`config.mk`:
```
export PLATFORM = sky130hd
export DESIGN_NAME = h264_start_code_nal_splitter_top
export DESIGN_NICKNAME = d
export VERILOG_FILES = /design/src/hdl/h264_sc_pkg.sv /design/src/hdl/h264_start_code_nal_splitter_top.sv /design/src/hdl/h264_sc_front.sv /design/src/hdl/h264_sc_fifo.sv /design/src/hdl/h264_sc_back.sv
export SDC_FILE = /design/constraint.sdc
export NUM_CORES = 1
export LEC_CHECK = 0
export ABC_CLOCK_PERIOD_IN_PS = 4000
export BUFFER_PORTS_ARGS = -buffer_cell sky130_fd_sc_hd__buf_4
export CAP_MARGIN = 15
export CORE_ASPECT_RATIO = 0.6
export CORE_MARGIN = 8
export CORE_UTILIZATION = 40
export DETAILED_ROUTE_END_ITERATION = 16
export GPL_TIMING_DRIVEN = 0
export SLEW_MARGIN = 40
export SYNTH_ARGS = -nofsm -noshare
export SYNTH_HDL_FRONTEND = slang
export SYNTH_SLANG_ARGS = --single-unit
```
`constraint.sdc`:
```
create_clock -name clk_i -period 4 [get_ports clk_i]
set_input_delay 0.2 -clock clk_i [delete_from_list [all_inputs] [get_ports clk_i]]
set_output_delay 0.2 -clock clk_i [all_outputs]
set_load 0.01 [all_outputs]
```
`src/hdl/h264_sc_pkg.sv`:
```
// Package with the types and constants of the start code splitter.
`timescale 1ns / 1ps
package h264_sc_pkg;

  localparam int unsigned MAX_PACKET_BYTES = 1048576;
  localparam int unsigned FIELD_POS_LIMIT = 1048576;
  localparam int unsigned POS_CAP_INT =
      (MAX_PACKET_BYTES > FIELD_POS_LIMIT) ? FIELD_POS_LIMIT :
      ((MAX_PACKET_BYTES < 1) ? 1 : MAX_PACKET_BYTES);

  localparam int BYTE_W = 8;
  localparam int TYPE_W = 5;
  localparam int OFFS_W = 20;
  localparam int POS_W = 21;
  localparam int ZRUN_W = 2;

  localparam logic [POS_W-1:0] POS_CAP = POS_W'(POS_CAP_INT);
  localparam logic [POS_W-1:0] POS_LIMIT = POS_W'(FIELD_POS_LIMIT);

  localparam logic [BYTE_W-1:0] ZERO_BYTE = 8'h00;
  localparam logic [BYTE_W-1:0] START_BYTE = 8'h01;
  localparam logic [BYTE_W-1:0] TYPE_MASK = 8'h1F;
  localparam logic [ZRUN_W-1:0] ZRUN_MAX = 2'd2;

  localparam int FIFO_DEPTH = 4;
  localparam int FIFO_AW = 2;
  localparam int FIFO_CW = 3;

  typedef struct packed {
    logic [TYPE_W-1:0] unit_type;
    logic [OFFS_W-1:0] start_pos;
    logic [POS_W-1:0]  stop_pos;
    logic              last;
    logic              clipped;
  } desc_t;

endpackage

```
`src/hdl/h264_start_code_nal_splitter_top.sv`:
```
// Top level of the H.264 Annex B start code splitter.
//
//   Channel   Direction  Handshake      Payload
//   bytes     in         push / full    stream_byte_i, packet_end_i
//   units     out        empty / pop    unit_type_o, unit_offset_o, unit_length_o,
//                                       packet_last_unit_o, length_clipped_o
//
// The parser takes one byte per clock while full is low; its state registers close the loop.
// A closed unit is written into the descriptor queue and from there into the output register,
// which drives the result ports, when the output register is free.
// Four descriptors queue between parser and output register; full rises only when it fills.
// Reset clears all parser and queue control state at once; no clearing pass is needed.
`timescale 1ns / 1ps
module h264_start_code_nal_splitter_top (
  input  logic                               clk_i,
  input  logic                               rst_ni,
  input  logic                               push,
  output logic                               full,
  input  logic [h264_sc_pkg::BYTE_W-1:0]     stream_byte_i,
  input  logic                               packet_end_i,
  output logic                               empty,
  input  logic                               pop,
  output logic [h264_sc_pkg::TYPE_W-1:0]     unit_type_o,
  output logic [h264_sc_pkg::OFFS_W-1:0]     unit_offset_o,
  output logic [h264_sc_pkg::POS_W-1:0]      unit_length_o,
  output logic                               packet_last_unit_o,
  output logic                               length_clipped_o
);
  import h264_sc_pkg::*;

  logic  take_byte;
  logic  desc_valid;
  desc_t desc;
  logic  q_valid;
  desc_t q_data;
  logic  q_take;

  assign take_byte = push && !full;

  h264_sc_front u_front (
    .clk_i         (clk_i),
    .rst_ni        (rst_ni),
    .take_i        (take_byte),
    .stream_byte_i (stream_byte_i),
    .packet_end_i  (packet_end_i),
    .desc_valid_o  (desc_valid),
    .desc_o        (desc)
  );

  h264_sc_fifo u_fifo (
    .clk_i   (clk_i),
    .rst_ni  (rst_ni),
    .push_i  (desc_valid),
    .data_i  (desc),
    .full_o  (full),
    .pop_i   (q_take),
    .valid_o (q_valid),
    .data_o  (q_data)
  );

  h264_sc_back u_back (
    .clk_i              (clk_i),
    .rst_ni             (rst_ni),
    .valid_i            (q_valid),
    .data_i             (q_data),
    .take_o             (q_take),
    .pop                (pop),
    .empty              (empty),
    .unit_type_o        (unit_type_o),
    .unit_offset_o      (unit_offset_o),
    .unit_length_o      (unit_length_o),
    .packet_last_unit_o (packet_last_unit_o),
    .length_clipped_o   (length_clipped_o)
  );

endmodule

```
`src/hdl/h264_sc_front.sv`:
```
// Byte parser that tracks start codes and closes NAL units.
`timescale 1ns / 1ps
module h264_sc_front (
  input  logic                                clk_i,
  input  logic                                rst_ni,
  input  logic                                take_i,
  input  logic [h264_sc_pkg::BYTE_W-1:0]      stream_byte_i,
  input  logic                                packet_end_i,
  output logic                                desc_valid_o,
  output h264_sc_pkg::desc_t                  desc_o
);
  import h264_sc_pkg::*;

  logic [POS_W-1:0]  pos_q, pos_d;
  logic [ZRUN_W-1:0] zrun_q, zrun_d;
  logic              open_q, open_d;
  logic              hexp_q, hexp_d;
  logic [OFFS_W-1:0] start_q, start_d;
  logic [TYPE_W-1:0] type_q, type_d;
  logic              sat_q, sat_d;

  always_comb begin
    pos_d = pos_q;
    zrun_d = zrun_q;
    open_d = open_q;
    hexp_d = hexp_q;
    start_d = start_q;
    type_d = type_q;
    sat_d = sat_q;
    desc_valid_o = 1'b0;
    desc_o = '0;
    if (take_i) begin
      if (pos_q >= POS_CAP) begin
        sat_d = 1'b1;
        pos_d = POS_CAP;
        if (packet_end_i) begin
          if (open_q) begin
            desc_valid_o = 1'b1;
            desc_o = '{type_q, start_q, POS_CAP, 1'b1, 1'b1};
          end
          pos_d = '0;
          zrun_d = '0;
          open_d = 1'b0;
          hexp_d = 1'b0;
          start_d = '0;
          type_d = '0;
          sat_d = 1'b0;
        end
      end else begin
        if (hexp_q) begin
          start_d = pos_q[OFFS_W-1:0];
          type_d = TYPE_W'(stream_byte_i & TYPE_MASK);
          open_d = 1'b1;
          hexp_d = 1'b0;
        end else if (stream_byte_i == START_BYTE && zrun_q == ZRUN_MAX) begin
          if (open_q) begin
            desc_valid_o = 1'b1;
            desc_o = '{type_q, start_q, pos_q - POS_W'(2), packet_end_i, sat_q};
          end
          open_d = 1'b0;
          hexp_d = 1'b1;
        end
        if (stream_byte_i == ZERO_BYTE) begin
          if (zrun_q < ZRUN_MAX) begin
            zrun_d = zrun_q + ZRUN_W'(1);
          end
        end else begin
          zrun_d = '0;
        end
        if (packet_end_i) begin
          if (!desc_valid_o && open_d) begin
            desc_valid_o = 1'b1;
            desc_o = '{type_d, start_d, pos_q + POS_W'(1), 1'b1, sat_q};
          end
          pos_d = '0;
          zrun_d = '0;
          open_d = 1'b0;
          hexp_d = 1'b0;
          start_d = '0;
          type_d = '0;
          sat_d = 1'b0;
        end else begin
          pos_d = pos_q + POS_W'(1);
        end
      end
    end
  end

  always_ff @(posedge clk_i or negedge rst_ni) begin
    if (!rst_ni) begin
      pos_q <= '0;
      zrun_q <= '0;
      open_q <= 1'b0;
      hexp_q <= 1'b0;
      start_q <= '0;
      type_q <= '0;
      sat_q <= 1'b0;
    end else begin
      pos_q <= pos_d;
      zrun_q <= zrun_d;
      open_q <= open_d;
      hexp_q <= hexp_d;
      start_q <= start_d;
      type_q <= type_d;
      sat_q <= sat_d;
    end
  end

endmodule

```
`src/hdl/h264_sc_fifo.sv`:
```
// Short descriptor queue between the parser and the output stage.
`timescale 1ns / 1ps
module h264_sc_fifo (
  input  logic               clk_i,
  input  logic               rst_ni,
  input  logic               push_i,
  input  h264_sc_pkg::desc_t data_i,
  output logic               full_o,
  input  logic               pop_i,
  output logic               valid_o,
  output h264_sc_pkg::desc_t data_o
);
  import h264_sc_pkg::*;

  desc_t              mem_q [FIFO_DEPTH];
  logic [FIFO_AW-1:0] wr_q, rd_q;
  logic [FIFO_CW-1:0] cnt_q;
  logic               do_push, do_pop;

  assign full_o = (cnt_q == FIFO_CW'(FIFO_DEPTH));
  assign valid_o = (cnt_q != '0);
  assign data_o = mem_q[rd_q];
  assign do_push = push_i && !full_o;
  assign do_pop = pop_i && valid_o;

  always_ff @(posedge clk_i) begin
    if (do_push) begin
      mem_q[wr_q] <= data_i;
    end
  end

  always_ff @(posedge clk_i or negedge rst_ni) begin
    if (!rst_ni) begin
      wr_q <= '0;
      rd_q <= '0;
      cnt_q <= '0;
    end else begin
      if (do_push) begin
        wr_q <= wr_q + FIFO_AW'(1);
      end
      if (do_pop) begin
        rd_q <= rd_q + FIFO_AW'(1);
      end
      if (do_push && !do_pop) begin
        cnt_q <= cnt_q + FIFO_CW'(1);
      end else if (do_pop && !do_push) begin
        cnt_q <= cnt_q - FIFO_CW'(1);
      end
    end
  end

endmodule

```
`src/hdl/h264_sc_back.sv`:
```
// Output stage that forms the unit length and holds the result for the reader.
`timescale 1ns / 1ps
module h264_sc_back (
  input  logic                               clk_i,
  input  logic                               rst_ni,
  input  logic                               valid_i,
  input  h264_sc_pkg::desc_t                 data_i,
  output logic                               take_o,
  input  logic                               pop,
  output logic                               empty,
  output logic [h264_sc_pkg::TYPE_W-1:0]     unit_type_o,
  output logic [h264_sc_pkg::OFFS_W-1:0]     unit_offset_o,
  output logic [h264_sc_pkg::POS_W-1:0]      unit_length_o,
  output logic                               packet_last_unit_o,
  output logic                               length_clipped_o
);
  import h264_sc_pkg::*;

  logic             vld_q;
  logic [POS_W-1:0] start_ext;
  logic [POS_W-1:0] len_d;

  assign take_o = valid_i && (!vld_q || pop);
  assign empty = !vld_q;
  assign start_ext = {1'b0, data_i.start_pos};
  assign len_d = (data_i.stop_pos >= start_ext) ? (data_i.stop_pos - start_ext) : '0;

  always_ff @(posedge clk_i or negedge rst_ni) begin
    if (!rst_ni) begin
      vld_q <= 1'b0;
    end else if (take_o) begin
      vld_q <= 1'b1;
    end else if (pop) begin
      vld_q <= 1'b0;
    end
  end

  always_ff @(posedge clk_i) begin
    if (take_o) begin
      unit_type_o <= data_i.unit_type;
      unit_offset_o <= data_i.start_pos;
      unit_length_o <= len_d;
      packet_last_unit_o <= data_i.last;
      length_clipped_o <= data_i.clipped;
    end
  end

endmodule

```
Word-level counts from Yosys, hierarchy flattened
Memory sizes are Yosys's and may differ from the RTL's.
Index checks and enable logic that the tools add are counted.

storage, ports and cells
  input bits = 13
  output and inout bits = 50
  bits in writable memories = 192
  logic and storage cells = 109
  bits in registers = 107
  memories = 1

cells by class
  add/sub/neg operators = 8
  order comparisons = 3
  equality and inequality tests = 5
  muxes and demuxes = 54
  reductions and logical operators = 22

memory list
  name          words  bits a word  read ports  clocked after Yosys merged registers in  wr ports  RTL line            text
  u_fifo.mem_q  4      48           1           0                                        1         h264_sc_fifo.sv:15  desc_t mem_q [FIFO_DEPTH];

operator list
  operator                                                                number
  48-bit two-way mux                                                      9
  20-bit two-way mux                                                      4
  21-bit two-way mux                                                      3
  1-bit two-way mux                                                       27
  21-bit by 1-bit adder with 21-bit output (second input constant)        1
  21-bit by 20-bit >= comparator with 1-bit output                        1
  21-bit >= comparator (second input constant)                            1
  21-bit by 2-bit subtractor with 21-bit output (second input constant)   1
  21-bit by 20-bit subtractor with 21-bit output                          1
  5-bit two-way mux                                                       4
  2-bit two-way mux                                                       5
  8-bit by 1-bit equality test with 1-bit output (second input constant)  1
  1-bit logical AND                                                       8
  8-bit zero test                                                         1
  2-bit by 1-bit adder with 2-bit output (second input constant)          3
  3-bit two-way mux                                                       2
  2-bit nonzero test                                                      3
  1-bit zero test                                                         5
  2-bit AND reduction                                                     2
  3-bit by 1-bit adder with 3-bit output (second input constant)          1
  3-bit equality test (second input constant)                             1
  3-bit != test (second input constant)                                   1
  3-bit AND reduction                                                     1
  3-bit nonzero test                                                      1
  5 further kinds                                                         5

Logic depth before layout (Yosys ltp)
  word-level depth = 17
  mapped depth = 13
  depth with buffers taken out = 12

Modules after synthesis
Synthesis repeated with hierarchy kept, for this count alone.

unflattened totals
  cell total of the unflattened synthesis = 959
  area, all modules = 13804.5 um^2

modules (own cells, without submodules)
  module                            cells an instance  sequential area each (um^2)  times used  area each (um^2)
  h264_sc_fifo                      286                5940.7                       1           7407.1
  h264_sc_front                     424                1276.2                       1           3613.5
  h264_sc_back                      248                1466.4                       1           2770.2
  h264_start_code_nal_splitter_top  1                  0.0                          1           13.8

Worst setup path before layout
OpenSTA, ideal clock, no wires.

  kind = register to register
  from = reg u_fifo.cnt_q[0]
  to = reg u_fifo.cnt_q[1]
  path buffers = 0
  data required time = 3.875 ns
  arrival = 4.155 ns
  stages on the path, launching flop included = 8
  clock period less this slack = 4.280 ns
  setup time = 0.125 ns
  setup slack = -0.280 ns
  path through = dfrtp_1 nor3_1 a21oi_1 inv_1 ha_1 inv_1 fa_1 mux2_2

on the way
  elaborated cells between the ends (all ways) = 17
  classes of those cells = add/sub: 2; eq/ne: 1; mux: 3; reduce/logical: 11

RTL lines
  item                                                            RTL line                                text
  start, declared                                                 h264_sc_fifo.sv:17                      logic [FIFO_CW-1:0] cnt_q;
  start signal, assigned                                          h264_sc_fifo.sv:45                      cnt_q <= cnt_q + FIFO_CW'(1);
  start signal, assigned                                          h264_sc_fifo.sv:47                      cnt_q <= cnt_q - FIFO_CW'(1);
  3-bit nonzero test *                                            h264_sc_fifo.sv:21                      assign valid_o = (cnt_q != '0);
  1-bit logical AND *                                             h264_sc_back.sv:23                      assign take_o = valid_i && (!vld_q || pop);
  net q_take                                                      h264_start_code_nal_splitter_top.sv:36  logic q_take;
  1-bit logical AND *                                             h264_sc_fifo.sv:24                      assign do_pop = pop_i && valid_o;
  1-bit zero test                                                 h264_sc_fifo.sv:44                      if (do_push && !do_pop) begin
  1-bit logical AND                                               h264_sc_fifo.sv:44
  3-bit two-way mux / 2-bit nonzero test (equally long branches)  n/a

The timed path passes the listed nets; every way through them passes the cells marked *. The select of a mux whose other input is x is not followed.
A chain may end at the register's enable or synchronous reset.

==> results summary <==
The signal on the critical path passes through clkbuf_2 -> clkbuf_4 -> mux4_2 -> ha_1 -> fa_1 -> nand2b_1 -> a211oi_2 -> o311ai_2 -> o311ai_1 -> xor2_1 -> nor2_1. TritonCTS built the clock tree. The worst setup path is captured at a flip-flop. The largest fanout on the critical path came out at 10. The number of hold-slack violations in the final timing report was 0. The kind of cell with the highest combined delay on the critical path is compound AO/OA/AOI/OAI gates. The total inserted antenna cells came out at 0. Setup repair after global routing left no endpoint under its margin. The synthesized instance count came out at 971. Once detail routing completed, the nets flagged for antenna violations numbered 0. Counting every net in the synthesized netlist gives 1,016. The routed length per instance came out at 22.2 um.

Across the run, the number of max-cap violations was 0. The via count of the first global-routing pass is 8,597. The number of clock buffers added by TritonCTS is 28. The die is 159 um tall. The number of enable flip-flop cells after synthesis came out at 240.

The largest incremental delay on the critical path came out at 0.42 ns. Yosys attributes the largest share of cell area to edfxtp_1, dfrtp_1, mux4_2, a22o_1, ha_1. The all-layer global routing usage came out at 16.9%. Setup violations remaining at the end of the flow were counted as 0. The H-tree depth is 1. The count of pins on the block boundary is 63.

Fill cells in the final layout number 2,909. The final standard cell area without fillers is 16,000 um2. The tree built by TritonCTS fans out to 299 sinks. The combinational group share of total power is 38.9%. CTS placed an instance of clkbuf_16 at the clock tree root. The sum of negative setup slack is 0 ns.

The summed instance area of the synthesized netlist came out at 13,600 um2. The worst slew margin relative to its limit came out at 41.4%. Once the floorplan was initialized, standard cells occupied 40.6% of the core. The total via count after detailed routing came out at 8,893. The cell with the most instances after synthesis is edfxtp_1.

The clock network power share is 25.0%. The commonest cells after synthesis are edfxtp_1, nor2_1, dfrtp_1. The startpoint class of the critical path is a flip-flop. The slew of the pin with the lowest slew margin came out at 0.874 ns. The quantity of I/O buffers inserted on ports is 61.

The run finished with clean final reports. Counting both buffers and inverters, the worst setup path holds a total of 2. In this run, the number of DRC markers left after iteration 0 of detailed routing was 1,015. The portion of the post-synthesis area used by sequential elements came out at 63.6%. The worst hold margin is 0.174 ns. The fmax came out at 263 MHz. The worst clock skew on the final layout is 0.0215 ns. The remaining global-route overflow came out at 0. The worst endpoint required time is 4.29 ns. The fraction of layout instances using a drive strength above 1 came out at 18.9%. For this run, the detailed router's first-pass iteration total came to 5. The first global-routing pass estimated 53,200 um of wire. The number of pins with negative max-slew slack in the final report came to 0.

After synthesis, the share of flip-flops with an asynchronous set or reset is 19.7%. The half-perimeter wire length after placement is 24,500 um. The switching portion of total power is 34.8%.

The initial antenna violation count is 0. Among all stages on the critical path, the largest delay is contributed by fa_1. For this run, the number of Yosys warnings is 0. The post-placement cell area is 14,800 um2.

The fraction of synthesized cell area taken by the top area cell type came out at 52.8%. The final net count is 1,120. The area growth from synthesis to layout came out at 16.9%. The core area is 33,600 um2. At the end of routability-driven placement, the weighted congestion stood at 0.926. The most instantiated flip-flop cell in the synthesis netlist is edfxtp_1. The reg2reg setup slack is 0.20 ns. Across the VDD grid, the largest voltage drop is 362 uV. The number of vias per cell is 5.72. The design internal power came out at 0.00727 W.

The setup path with the least slack is of type flip-flop to flip-flop. The post-synthesis average cell area came out at 14.1 um2. The sequential power share is 36.1%. The die boundary width came out at 254 um. After synthesis the netlist holds a flip-flop and latch count of 299. The final worst-path cycle share is 95.0%. Entering global routing, the biggest net connects 60 pins. Summed over all cells, the static leakage comes to 5.82 nW. The total power per unit cell area came out at 700 nW/um2. The total number of placement rows came out at 52.

The clock latency on the worst-skew pair is 0.56 ns. The net switching component of the power is 0.00389 W. The path class of the tightest hold or removal check is input port to async pin. The maximum number of buffers from clock root to sink came out at 3.

The clock transition at the register clock pins on the worst setup and hold paths after CTS is 0.06 ns. At the worst endpoint, the arrival time is 4.09 ns. The total detailed-routing wirelength came out at 34,600 um. Synthesis instantiated 69 different standard cells from the library.

The biggest area contributor in the post-synthesis netlist is edfxtp_1. Subtracting the final worst setup slack from the clock period gives 3.80 ns. The area of the die is 40,500 um2. The DRC violation count after routing came out at 0.
[logic make-up (layout without fill, tap and decap cells)]
logic type	after synthesis	count (layout)	synth area share (%)
AO/OA/AOI/OAI	241	241	12.4
XOR/XNOR	16	16	1.03
adder cells (fa/ha/maj)	32	32	3.04
buffers and inverters	105	231	3.01
flip-flops	299	299	63.6
multiplexers	52	52	8.24
AND/OR/NAND/NOR	226	226	8.61
[sequential cells by signal (all words and copies together) (netlist names)]
signal / count
u_fifo.wr_q: 2
u_front.zrun_q: 2
u_back.vld_q: 1
u_fifo.mem_q: 192
u_front.type_q: 5
u_front.open_q: 1
u_fifo.cnt_q: 3
u_front.pos_q: 21
u_back.unit_length_o: 21
u_back.unit_type_o: 5
u_back.packet_last_unit_o: 1
u_back.length_clipped_o: 1
u_back.unit_offset_o: 20
u_front.hexp_q: 1
u_front.start_q: 20
u_front.sat_q: 1
u_fifo.rd_q: 2
[repair_timing]
item | CTS | global route
hold buffers | 7 | 0
setup endpoints to repair | 21 | 20
hold endpoints to repair | 65 | 0
buffers inserted | 0 | 1
resized for setup | 13 | 5
pin swaps | 0 | 1
[cell usage in the layout, fill, tap and decap left out, drive strengths merged, types with 8 or more instances in the layout]
master  instances
nand4          11
inv            37
a21oi          38
o31ai          16
nand3          17
xor2           10
edfxtp        240
a221oi          8
a22o           52
nor2           61
buf            79
a211oi         14
nor3           29
a21o            8
o22ai           9
nor2b          11
ha             30
mux4           48
nand2          42
a22oi           9
clkinv          8
and3           10
clkbuf         93
o21ai          47
dfrtp          59
[layer usage]
metal | up-vias | GRT usage [%] | wire length [um] | share of wire (%)
li1 | 4017 | - | - | -
met1 | 4467 | 27.3 | 17000 | 49
met2 | 376 | 23.1 | 14000 | 41
met3 | 33 | 3.77 | 3090 | 9.0
met4 | 0 | 2.54 | 458 | 1.3
met5 | - | 0 | 0 | 0
[worst paths after layout]
kind                                  startpoint                       end  cells past startpoint
max in group asynchronous                 rst_ni        u_front.start_q[0]                      2
worst max register to register    u_fifo.rd_q[1]  u_back.unit_length_o[20]                     11
min in group clk_i              stream_byte_i[6]         u_front.zrun_q[0]                      7
worst min-delay path                      rst_ni        u_front.start_q[8]                      2
worst min register to register   u_fifo.cnt_q[2]           u_fifo.cnt_q[2]                      1
worst max-delay path              u_fifo.rd_q[1]  u_back.unit_length_o[20]                     11
[per-stage QoR]
step	setup slack, ns	power, W	utilization, %	cells
floorplan	0.296	0.00691	-	971
global placement	-0.619	0.00828	43.7	1491
detailed placement	-0.632	0.00836	44.1	1498
CTS	0.0600	0.0112	47.3	1557
global route	0.0650	0.0118	47.4	1556
finish	0.200	0.0112	47.4	1556
[cell type report]
class	count	area [um2]	share of cell area (%)
clock buffer	37	806	5.05
sequential	299	8680	54.4
multi-input combinational	567	4620	29.0
clock inverter	15	171	1.07
inverter	37	139	0.871
buffer	66	295	1.85
tap	459	574	3.60
timing repair buffer	76	664	4.16
[power groups by stage]
stage | Sequential [W] | Combinational [W] | Clock, W
final | 0.00403 | 0.00434 | 0.00280
after global routing | 0.00408 | 0.00473 | 0.00298
after CTS | 0.00402 | 0.00433 | 0.00286
after detailed placement | 0.00409 | 0.00427 | 0
after global placement | 0.00410 | 0.00418 | 0
after floorplan | 0.00420 | 0.00272 | 0
Note: power is estimated with default switching activity, not from simulation.
